### src/occupancy_grid_tube_obstacle_marker_defines.svh
// assertion macros shared by the obstacle marker rtl
`ifndef OCCUPANCY_GRID_TUBE_OBSTACLE_MARKER_DEFINES_SVH
`define OCCUPANCY_GRID_TUBE_OBSTACLE_MARKER_DEFINES_SVH

// same-cycle implication, held off during reset
`define OGT_ASSERT_NOW(label, clk, rst, ante, cons) \
   label: assert property (@(posedge clk) disable iff (rst) (ante) |-> (cons)) \
      else $error("ogt check failed: same-cycle implication");

// next-cycle implication, held off during reset
`define OGT_ASSERT_NEXT(label, clk, rst, ante, cons) \
   label: assert property (@(posedge clk) disable iff (rst) (ante) |=> (cons)) \
      else $error("ogt check failed: next-cycle implication");

`endif

### src/ogt_pkg.sv
// types and constants for the occupancy grid tube obstacle marker
`default_nettype none
package ogt_pkg;

   localparam int COST_W   = 8;
   localparam int THRESH_W = 7;
   localparam int GRID_W   = 13;
   localparam int RADIUS_W = 28;
   localparam int TRIG_W   = 16;
   localparam int MODE_W   = 3;
   localparam int CSR_INDEX_W = 3;
   localparam int CSR_DATA_W  = 28;

   localparam logic signed [COST_W-1:0] COST_UNKNOWN  = -8'sd1;
   localparam logic signed [COST_W-1:0] MARK_UNKNOWN  = -8'sd1;
   localparam logic signed [COST_W-1:0] MARK_FREE     = 8'sd0;
   localparam logic signed [COST_W-1:0] MARK_OBSTACLE = 8'sd100;

   localparam logic [THRESH_W-1:0] THRESH_RESET = 7'd50;
   localparam logic [GRID_W-1:0]   GRID_RESET   = 13'd256;
   localparam logic [RADIUS_W-1:0] RADIUS_RESET = 28'd262144;
   localparam logic signed [TRIG_W-1:0] TRIG_ONE  = 16'sd16384;
   localparam logic signed [TRIG_W-1:0] TRIG_ZERO = 16'sd0;

   typedef enum logic [CSR_INDEX_W-1:0] {
      REG_THRESHOLD   = 3'd0,
      REG_GRID_WIDTH  = 3'd1,
      REG_RADIUS      = 3'd2,
      REG_HEADING_COS = 3'd3,
      REG_HEADING_SIN = 3'd4,
      REG_LOOK_COS    = 3'd5,
      REG_LOOK_SIN    = 3'd6,
      REG_MOTION_MODE = 3'd7
   } csr_index_type;

   localparam logic [MODE_W-1:0] MODE_STRAIGHT_FWD = 3'd0;
   localparam logic [MODE_W-1:0] MODE_STRAIGHT_REV = 3'd1;
   localparam logic [MODE_W-1:0] MODE_LEFT_FWD     = 3'd2;
   localparam logic [MODE_W-1:0] MODE_LEFT_REV     = 3'd3;
   localparam logic [MODE_W-1:0] MODE_RIGHT_FWD    = 3'd4;
   localparam logic [MODE_W-1:0] MODE_RIGHT_REV    = 3'd5;

   typedef struct packed {
      logic [THRESH_W-1:0]        obstacle_threshold;
      logic [GRID_W-1:0]          grid_width;
      logic [RADIUS_W-1:0]        tube_radius_scaled;
      logic signed [TRIG_W-1:0]   heading_cos;
      logic signed [TRIG_W-1:0]   heading_sin;
      logic signed [TRIG_W-1:0]   look_cos;
      logic signed [TRIG_W-1:0]   look_sin;
      logic [MODE_W-1:0]          motion_mode;
   } cfg_type;

   // cost classification carried down the pipe
   typedef struct packed {
      logic unknown;
      logic candidate;
   } cell_class_type;

endpackage
`default_nettype wire

### src/ogt_front.sv
// cell position counters, cost classification and centre offset register
`default_nettype none
module ogt_front #(
   parameter int CW   = 12,
   parameter int MAXW = 4096,
   parameter int OW   = 14
) (
   input  wire                          clock,
   input  wire                          reset,
   input  wire                          accept,
   input  wire signed [ogt_pkg::COST_W-1:0] cell_cost,
   input  wire                          first_cell,
   input  ogt_pkg::cfg_type             cfg,
   output logic signed [OW-1:0]         dx_ff,
   output logic signed [OW-1:0]         dy_ff,
   output ogt_pkg::cell_class_type      class_ff
);
   import ogt_pkg::*;
   `include "occupancy_grid_tube_obstacle_marker_defines.svh"

   localparam int XW = (CW + 1 > GRID_W) ? CW + 1 : GRID_W;
   localparam logic [CW:0]   COL_LIMIT = (CW + 1)'(MAXW);
   localparam logic [CW-1:0] ROW_TOP   = CW'(MAXW - 1);

   logic [CW-1:0] col_ff, col_in, row_ff, row_in;
   logic [CW-1:0] col_use, row_use;
   logic [CW:0]   col_next;
   logic          wrap;
   logic signed [OW-1:0] dx_in, dy_in;
   cell_class_type class_in;

   always_comb begin
      col_use  = first_cell ? '0 : col_ff;
      row_use  = first_cell ? '0 : row_ff;
      col_next = {1'b0, col_use} + (CW + 1)'(1);
      wrap     = (XW'(col_next) >= XW'(cfg.grid_width)) || (col_next >= COL_LIMIT);
      col_in   = wrap ? '0 : col_next[CW-1:0];
      row_in   = (wrap && (row_use < ROW_TOP)) ? row_use + CW'(1) : row_use;
      // offsets in half-cells from the grid centre
      dx_in    = $signed(OW'({col_use, 1'b0})) - $signed(OW'(cfg.grid_width));
      dy_in    = $signed(OW'({row_use, 1'b0})) - $signed(OW'(cfg.grid_width));
      class_in.unknown   = (cell_cost == COST_UNKNOWN);
      class_in.candidate = (cell_cost >= $signed({1'b0, cfg.obstacle_threshold}));
   end

   always_ff @(posedge clock) begin
      if (reset) begin
         col_ff <= '0;
         row_ff <= '0;
      end else if (accept) begin
         col_ff <= col_in;
         row_ff <= row_in;
      end
   end

   always_ff @(posedge clock) begin
      if (accept) begin
         dx_ff    <= dx_in;
         dy_ff    <= dy_in;
         class_ff <= class_in;
      end
   end

   // row only moves forward within a scan
   `OGT_ASSERT_NEXT(a_row_monotonic, clock, reset, accept && !first_cell, row_ff >= $past(row_ff))
   `OGT_ASSERT_NOW(a_row_saturates, clock, reset, 1'b1, row_ff <= ROW_TOP)

endmodule
`default_nettype wire

### src/ogt_rotate.sv
// products of the cell offset with heading and look trig values
`default_nettype none
module ogt_rotate #(
   parameter int OW = 14,
   parameter int PW = 30
) (
   input  ogt_pkg::cfg_type         cfg,
   input  wire signed [OW-1:0]      dx,
   input  wire signed [OW-1:0]      dy,
   output logic signed [PW-1:0]     hc_dx,
   output logic signed [PW-1:0]     hs_dy,
   output logic signed [PW-1:0]     hc_dy,
   output logic signed [PW-1:0]     hs_dx,
   output logic signed [PW-1:0]     lc_dy,
   output logic signed [PW-1:0]     ls_dx
);
   import ogt_pkg::*;

   always_comb begin
      hc_dx = PW'($signed(cfg.heading_cos)) * PW'(dx);
      hs_dy = PW'($signed(cfg.heading_sin)) * PW'(dy);
      hc_dy = PW'($signed(cfg.heading_cos)) * PW'(dy);
      hs_dx = PW'($signed(cfg.heading_sin)) * PW'(dx);
      lc_dy = PW'($signed(cfg.look_cos)) * PW'(dy);
      ls_dx = PW'($signed(cfg.look_sin)) * PW'(dx);
   end

endmodule
`default_nettype wire

### src/ogt_tube.sv
// robot-frame sums, tube tests per motion mode and the mark register
`default_nettype none
module ogt_tube #(
   parameter int PW   = 30,
   parameter int CMPW = 31
) (
   input  wire                      clock,
   input  wire                      load,
   input  ogt_pkg::cfg_type         cfg,
   input  wire signed [PW-1:0]      hc_dx,
   input  wire signed [PW-1:0]      hs_dy,
   input  wire signed [PW-1:0]      hc_dy,
   input  wire signed [PW-1:0]      hs_dx,
   input  wire signed [PW-1:0]      lc_dy,
   input  wire signed [PW-1:0]      ls_dx,
   input  ogt_pkg::cell_class_type  class_in,
   output logic signed [ogt_pkg::COST_W-1:0] mark_ff
);
   import ogt_pkg::*;

   logic signed [CMPW-1:0] rel_x, rel_y, look_y, r_pos, r_neg;
   logic fwd, rev, hit;
   logic signed [COST_W-1:0] mark_in;

   always_comb begin
      rel_x  = CMPW'(hc_dx) + CMPW'(hs_dy);
      rel_y  = CMPW'(hc_dy) - CMPW'(hs_dx);
      look_y = CMPW'(lc_dy) - CMPW'(ls_dx);
      r_pos  = $signed(CMPW'(cfg.tube_radius_scaled));
      r_neg  = -r_pos;
      fwd    = rel_x > 0;
      rev    = rel_x < 0;
      case (cfg.motion_mode)
         MODE_STRAIGHT_FWD: hit = (rel_y < r_pos) && (rel_y > r_neg) && fwd;
         MODE_STRAIGHT_REV: hit = (rel_y < r_pos) && (rel_y > r_neg) && rev;
         MODE_LEFT_FWD:     hit = (rel_y > r_neg) && (look_y < r_pos) && fwd;
         MODE_LEFT_REV:     hit = (rel_y < r_pos) && (look_y < r_pos) && rev;
         MODE_RIGHT_FWD:    hit = (rel_y < r_pos) && (look_y > r_neg) && fwd;
         MODE_RIGHT_REV:    hit = (rel_y > r_neg) && (look_y > r_neg) && rev;
         default:           hit = 1'b0;
      endcase
      if (class_in.unknown) begin
         mark_in = MARK_UNKNOWN;
      end else if (class_in.candidate && hit) begin
         mark_in = MARK_OBSTACLE;
      end else begin
         mark_in = MARK_FREE;
      end
   end

   always_ff @(posedge clock) begin
      if (load) begin
         mark_ff <= mark_in;
      end
   end

endmodule
`default_nettype wire

### src/occupancy_grid_tube_obstacle_marker.sv
// top level of the occupancy grid tube obstacle marker
// Streams occupancy-grid cells in raster order and returns one mark beat per cell beat:
// -1 for an unknown cell, 100 for a cell at or above the threshold that lies inside
// the motion tube, 0 otherwise. Column and row counters track the cell position; a
// beat with first_cell set restarts them. The row counter saturates at the last row.
// Throughput is one cell per clock unless the receiver holds off. The edge that takes a cell beat
// loads the cell register with its cost class and its half-cell offsets from the grid centre; the
// mark register is then loaded from it through the six trig products, the robot-frame sums and
// the tube compares once it is empty or being drained, and the mark beat is offered from there.
// Two beats can be in flight; req_ready follows rsp_ready in the same cycle and only
// falls while both registers are full and the receiver holds off. csr_ready is always
// high; registers should only be written while no cell is in flight.
`default_nettype none
module occupancy_grid_tube_obstacle_marker #(
   parameter int MAX_GRID_WIDTH = 4096
) (
   input  wire                                  clock,
   input  wire                                  reset,
   input  wire                                  req_valid,
   output logic                                 req_ready,
   input  wire signed [ogt_pkg::COST_W-1:0]     req_cell_cost,
   input  wire                                  req_first_cell,
   output logic                                 rsp_valid,
   input  wire                                  rsp_ready,
   output logic signed [ogt_pkg::COST_W-1:0]    rsp_cell_mark,
   input  wire                                  csr_valid,
   output logic                                 csr_ready,
   input  wire [ogt_pkg::CSR_INDEX_W-1:0]       csr_index,
   input  wire [ogt_pkg::CSR_DATA_W-1:0]        csr_wdata
);
   import ogt_pkg::*;
   `include "occupancy_grid_tube_obstacle_marker_defines.svh"

   // counter width, offset width, product width and compare width
   localparam int CW   = $clog2(MAX_GRID_WIDTH);
   localparam int OW   = (CW + 2 > GRID_W + 1) ? CW + 2 : GRID_W + 1;
   localparam int PW   = OW + TRIG_W;
   localparam int CMPW = (PW + 1 > RADIUS_W + 1) ? PW + 1 : RADIUS_W + 1;

   cfg_type cfg_ff, cfg_in;

   // occupancy of the cell register and the mark register
   logic v1_ff, v1_in, v2_ff, v2_in;
   logic en1, en2, accept;
   logic mark_legal;

   logic signed [OW-1:0] dx, dy;
   cell_class_type class1;
   logic signed [PW-1:0] hc_dx, hs_dy, hc_dy, hs_dx, lc_dy, ls_dx;

   // configuration writes, taken every cycle
   assign csr_ready = 1'b1;

   always_comb begin
      cfg_in = cfg_ff;
      if (csr_valid) begin
         case (csr_index_type'(csr_index))
            REG_THRESHOLD:   cfg_in.obstacle_threshold = csr_wdata[THRESH_W-1:0];
            REG_GRID_WIDTH:  cfg_in.grid_width         = csr_wdata[GRID_W-1:0];
            REG_RADIUS:      cfg_in.tube_radius_scaled = csr_wdata[RADIUS_W-1:0];
            REG_HEADING_COS: cfg_in.heading_cos        = $signed(csr_wdata[TRIG_W-1:0]);
            REG_HEADING_SIN: cfg_in.heading_sin        = $signed(csr_wdata[TRIG_W-1:0]);
            REG_LOOK_COS:    cfg_in.look_cos           = $signed(csr_wdata[TRIG_W-1:0]);
            REG_LOOK_SIN:    cfg_in.look_sin           = $signed(csr_wdata[TRIG_W-1:0]);
            REG_MOTION_MODE: cfg_in.motion_mode        = csr_wdata[MODE_W-1:0];
            default:         cfg_in = cfg_ff;
         endcase
      end
   end

   always_ff @(posedge clock) begin
      if (reset) begin
         cfg_ff.obstacle_threshold <= THRESH_RESET;
         cfg_ff.grid_width         <= GRID_RESET;
         cfg_ff.tube_radius_scaled <= RADIUS_RESET;
         cfg_ff.heading_cos        <= TRIG_ONE;
         cfg_ff.heading_sin        <= TRIG_ZERO;
         cfg_ff.look_cos           <= TRIG_ONE;
         cfg_ff.look_sin           <= TRIG_ZERO;
         cfg_ff.motion_mode        <= MODE_STRAIGHT_FWD;
      end else begin
         cfg_ff <= cfg_in;
      end
   end

   // a stage moves on when its successor is empty or moving too
   always_comb begin
      en2       = !v2_ff || rsp_ready;
      en1       = !v1_ff || en2;
      req_ready = en1;
      accept    = req_valid && en1;
      v1_in     = en1 ? req_valid : v1_ff;
      v2_in     = en2 ? v1_ff : v2_ff;
   end

   always_ff @(posedge clock) begin
      if (reset) begin
         v1_ff <= 1'b0;
         v2_ff <= 1'b0;
      end else begin
         v1_ff <= v1_in;
         v2_ff <= v2_in;
      end
   end

   assign rsp_valid = v2_ff;

   ogt_front #(
      .CW   (CW),
      .MAXW (MAX_GRID_WIDTH),
      .OW   (OW)
   ) u_front (
      .clock      (clock),
      .reset      (reset),
      .accept     (accept),
      .cell_cost  (req_cell_cost),
      .first_cell (req_first_cell),
      .cfg        (cfg_ff),
      .dx_ff      (dx),
      .dy_ff      (dy),
      .class_ff   (class1)
   );

   ogt_rotate #(
      .OW (OW),
      .PW (PW)
   ) u_rotate (
      .cfg   (cfg_ff),
      .dx    (dx),
      .dy    (dy),
      .hc_dx (hc_dx),
      .hs_dy (hs_dy),
      .hc_dy (hc_dy),
      .hs_dx (hs_dx),
      .lc_dy (lc_dy),
      .ls_dx (ls_dx)
   );

   ogt_tube #(
      .PW   (PW),
      .CMPW (CMPW)
   ) u_tube (
      .clock    (clock),
      .load     (en2),
      .cfg      (cfg_ff),
      .hc_dx    (hc_dx),
      .hs_dy    (hs_dy),
      .hc_dy    (hc_dy),
      .hs_dx    (hs_dx),
      .lc_dy    (lc_dy),
      .ls_dx    (ls_dx),
      .class_in (class1),
      .mark_ff  (rsp_cell_mark)
   );

   assign mark_legal = (rsp_cell_mark == MARK_UNKNOWN) || (rsp_cell_mark == MARK_FREE) ||
                       (rsp_cell_mark == MARK_OBSTACLE);

   // marks are only ever one of the three codes
   `OGT_ASSERT_NOW(a_mark_code, clock, reset, rsp_valid, mark_legal)
   // an empty first stage always takes a beat
   `OGT_ASSERT_NOW(a_ready_when_room, clock, reset, !v1_ff, req_ready)
   // an accepted beat occupies the first stage
   `OGT_ASSERT_NEXT(a_accept_fills, clock, reset, accept, v1_ff)

endmodule
`default_nettype wire

### config.mk
export PLATFORM = sky130hd
export DESIGN_NAME = occupancy_grid_tube_obstacle_marker
export DESIGN_NICKNAME = d
export VERILOG_FILES = /design/src/ogt_pkg.sv /design/src/ogt_front.sv /design/src/ogt_rotate.sv /design/src/ogt_tube.sv /design/src/occupancy_grid_tube_obstacle_marker.sv
export VERILOG_INCLUDE_DIRS = /design/src /design/src/src
export SDC_FILE = /design/constraint.sdc
export NUM_CORES = 2
export LEC_CHECK = 0
export BUFFER_PORTS_ARGS = -buffer_cell sky130_fd_sc_hd__buf_2
export CORE_AREA = 2 2 478 480
export CTS_BUF_LIST = sky130_fd_sc_hd__clkbuf_4 sky130_fd_sc_hd__clkbuf_8
export CTS_CLUSTER_DIAMETER = 150
export DETAILED_ROUTE_END_ITERATION = 12
export DIE_AREA = 0 0 480 482
export PLACE_DENSITY = 0.44
export SYNTH_ARGS = -nofsm -noshare
export SYNTH_HDL_FRONTEND = slang
export SYNTH_HIERARCHICAL = 1
export SYNTH_SLANG_ARGS = --single-unit
### constraint.sdc
create_clock -name clock -period 20.2 [get_ports clock]
set_input_delay 4.04 -clock clock [delete_from_list [all_inputs] [get_ports clock]]
set_output_delay 4.04 -clock clock [all_outputs]
set_load 0.01 [all_outputs]
==> impl_metrics.csv <==
group,metric,value,unit
detailed_routing,drt_wl_cell,19.4,µm
cts,worst_setup_hold_path_clk_slew,130,ps
logic_synthesis,synth_top_area_share,0.391,
layout,design.final.nets,9602,
worst_setup_path,critical_path.slowest_cell,"buf_4",
sta,timing.final.hold_violations,0,
global_routing,grt_pass1_vias,53200,
logic_synthesis,synthesis.area,67600,µm²
sta,grt_setup_unrepaired,"false",
logic_synthesis,netlist_top_cells_area,"fa_1 (39%), ha_1 (13%), inv_1 (9.4%), and2_1 (6.6%), dfxtp_1 (4.2%)",
worst_setup_path,crit_required,20660,ps
job,max_cap_violation_count,0,
cts,cts_buffer_depth,2,
logic_synthesis,postSynthRegisterBits,172,
worst_setup_path,critPathArrivalTime,12230,ps
cts,clock_tree_from_tritoncts,"built",
cts,post_cts_resized,0,
pwr,power_density_relative_to_cell_area,113,nW/µm²
worst_setup_path,cp_max_fo,66,
logic_synthesis,synthesis.nets,9775,
logic_synthesis,register_area_share_after_synthesis,0.0555,
detailed_routing,vias_post_dr,50400,
logic_synthesis,yosysTopAreaCell,"fa_1",
layout,most-common-layout-cells,"inv_1 (1688), fa_1 (1319), and2_1 (717)",
floorplan,floorplan.rows,175,
global_routing,antenna_found_initial,7,
placed_design,place_congestion,0.871,
detailed_routing,postRouteAntennaNets,0,
cts,cts_sinks,172,
worst_setup_path,crit_path_start_kind,"flip-flop",
floorplan,fp.dieW,480,µm
worst_setup_path,crit_top_cell,"inv_1",
floorplan,count_of_pins_on_the_block_boundary,56,
sta,timing.slew.headroom,0.248,
pwr,power.static_leakage,35.7,nW
floorplan,core,226000,µm²
logic_synthesis,share_of_flip_flops_with_an_asynchronous_set_or_reset_after_synthesis,0,
global_routing,grt_start_max_net_pins,92,
floorplan,design.die.area,231000,µm²
placed_design,port_buffers,54,
logic_synthesis,synth_instances,7733,
placed_design,hpwlAfterDp,162000,µm
floorplan,dieHeight,482,µm
logic_synthesis,synth_edf_count,31,
cts,numCtsBuffers,17,
cts,ctsHtreeMaxLevel,4,
detailed_routing,drt-initial-drc-count,2724,
floorplan,start_util,0.299,
sta,max_clock_freq,0.0850,GHz
worst_setup_path,crit_path_max_incr_delay,720,ps
cts,cts_setup_buffers,0,
pwr,peakVddDrop,0.183,mV
layout,filler_cell_count,24300,
logic_synthesis,synthesis_warnings,6,
global_routing,grtUsageTotal,0.182,
detailed_routing,vias_per_cell,4.76,
detailed_routing,drt_drc_violations_left,0,
sta,finClkSkew,47.5,ps
sta,timing_worst_slew_pin_value,1130,ps
sta,maxSlewViolCount,0,
sta,setup-violations-final,0,
logic_synthesis,synth_flop_cell,"dfxtp_1",
status,outcome,"finished clean",
global_routing,grt.overflow.total,0,
min_path,hold_path_class,"flip-flop to flip-flop",
layout,finalCoreUtilization,0.316,
worst_setup_path,critPathKind,"flip-flop to flip-flop",
worst_setup_path,worstSetupEndpointType,"flip-flop",
detailed_routing,route.final.wire_length,205000,µm
logic_synthesis,synthesis.area_per_instance,8.74,µm²
layout,layout_commonest_cell,"inv_1",
cts,post_cts_hold_buffer_count,0,
sta,final_period_minus_worst_setup_slack,11770,ps
detailed_routing,firstDrtPassIters,5,
cts,clk_latency,640,ps
cts,clockRootBuffer,"clkbuf_8",
layout,syn_to_final_growth,5.66,%
sta,timing.setup.tns,0,ps
layout,post_route_cells_drive_above_1_share,0.0310,
sta,layout_worst_path_cycle_share,0.583,
global_routing,wire_length_of_the_first_global_routing_pass,323000,µm
logic_synthesis,post_synth_num_cell_types,108,
stage by stage:
stage,cell area [µm²],hold slack (ps),setup WS [ps],power [mW],std cells
final,71400,465,8430,8.04,10600
after floorplan,67600,426,9970,5.46,7733
after CTS,71400,472,8340,8.04,10600
after detailed placement,71000,447,8440,7.68,10600
after global routing,71400,503,7440,8.94,10600
after global placement,71000,440,8440,7.65,10600
final cells by class:
class                           count  area, µm²  area share
Clock buffer                       17        234     0.00328
Timing Repair Buffer              141        926      0.0130
Antenna cell                        5       12.5    0.000175
Multi-Input combinational cell   5537      56200       0.786
Clock inverter                     15        216     0.00303
Inverter                         1691       6350      0.0889
Tap cell                         3009       3760      0.0527
Sequential cell                   172       3760      0.0526
kinds of logic after synthesis:
kind of cell	synth area share
other cells	0.0000555
xor+xnor	0.0405
compound gates	0.0843
buf+inv	0.114
simple gates	0.171
fa+ha+maj	0.516
flops	0.0555
mux	0.0183
metal layers:
metal / global-route usage / wire length, µm / up-vias
met5: 0 / 9 / -
met4: 0.0339 / 4230 / 2
met3: 0.0284 / 10500 / 125
met2: 0.285 / 91000 / 973
met1: 0.264 / 99300 / 25900
li1: - / - / 23400
cell usage after synthesis (all sizes together) (13+ instances only):
| cell | number |
|---|---|
| inv | 1689 |
| fa | 1319 |
| and2 | 719 |
| nand2 | 699 |
| ha | 678 |
| clkbuf | 302 |
| nor2 | 264 |
| a21oi | 256 |
| xnor2 | 238 |
| nand2b | 206 |
| o21ai | 161 |
| dfxtp | 141 |
| a21o | 122 |
| mux2i | 120 |
| xor2 | 75 |
| nand3 | 65 |
| nor3 | 59 |
| nor2b | 47 |
| o21a | 45 |
| a211oi | 44 |
| nand4 | 43 |
| and3 | 41 |
| a31oi | 32 |
| buf | 31 |
| edfxtp | 31 |
| o21bai | 31 |
| o211ai | 25 |
| or3 | 23 |
| nor4 | 20 |
| or2 | 13 |
where the power goes:
part | switching, mW | internal, mW | leakage (nW) | total, mW
clock network | 0.197 | 0.101 | 0.222 | 0.297
logic | 4.56 | 2.80 | 34.0 | 7.36
registers | 0.0239 | 0.361 | 1.43 | 0.385
registers in the layout, indices dropped and copies added, names as in the netlist:
name / flops
cfg_ff: 115
rsp_valid: 1
u_front/class_ff: 2
u_front/col_ff: 12
u_front/dx_ff: 14
u_front/dy_ff: 13
u_front/row_ff: 12
u_tube/mark_ff: 2
v1_ff: 1
worst max-delay path: cells and delay by family (launching register included):
| kind | cells | cell delay, ps |
|---|---|---|
| AO/OA/AOI/OAI | 20 | 3980 |
| buffers and inverters | 9 | 1500 |
| XOR/XNOR | 2 | 360 |
| adder cells (fa/ha/maj) | 9 | 3600 |
| flip-flops | 1 | 340 |
| AND/OR/NAND/NOR | 9 | 1780 |
worst paths after layout:
path                                  startpoint                 to  slack [ps]  cells after the start
worst max-delay path            u_front/dx_ff[0]  u_tube/mark_ff[6]        8430                     49
worst min-delay path                       v1_ff          rsp_valid         460                      2
worst max register to register  u_front/dx_ff[0]  u_tube/mark_ff[6]        8430                     49
worst min register to register             v1_ff          rsp_valid         460                      2
Note: power is estimated with default switching activity, not from simulation.
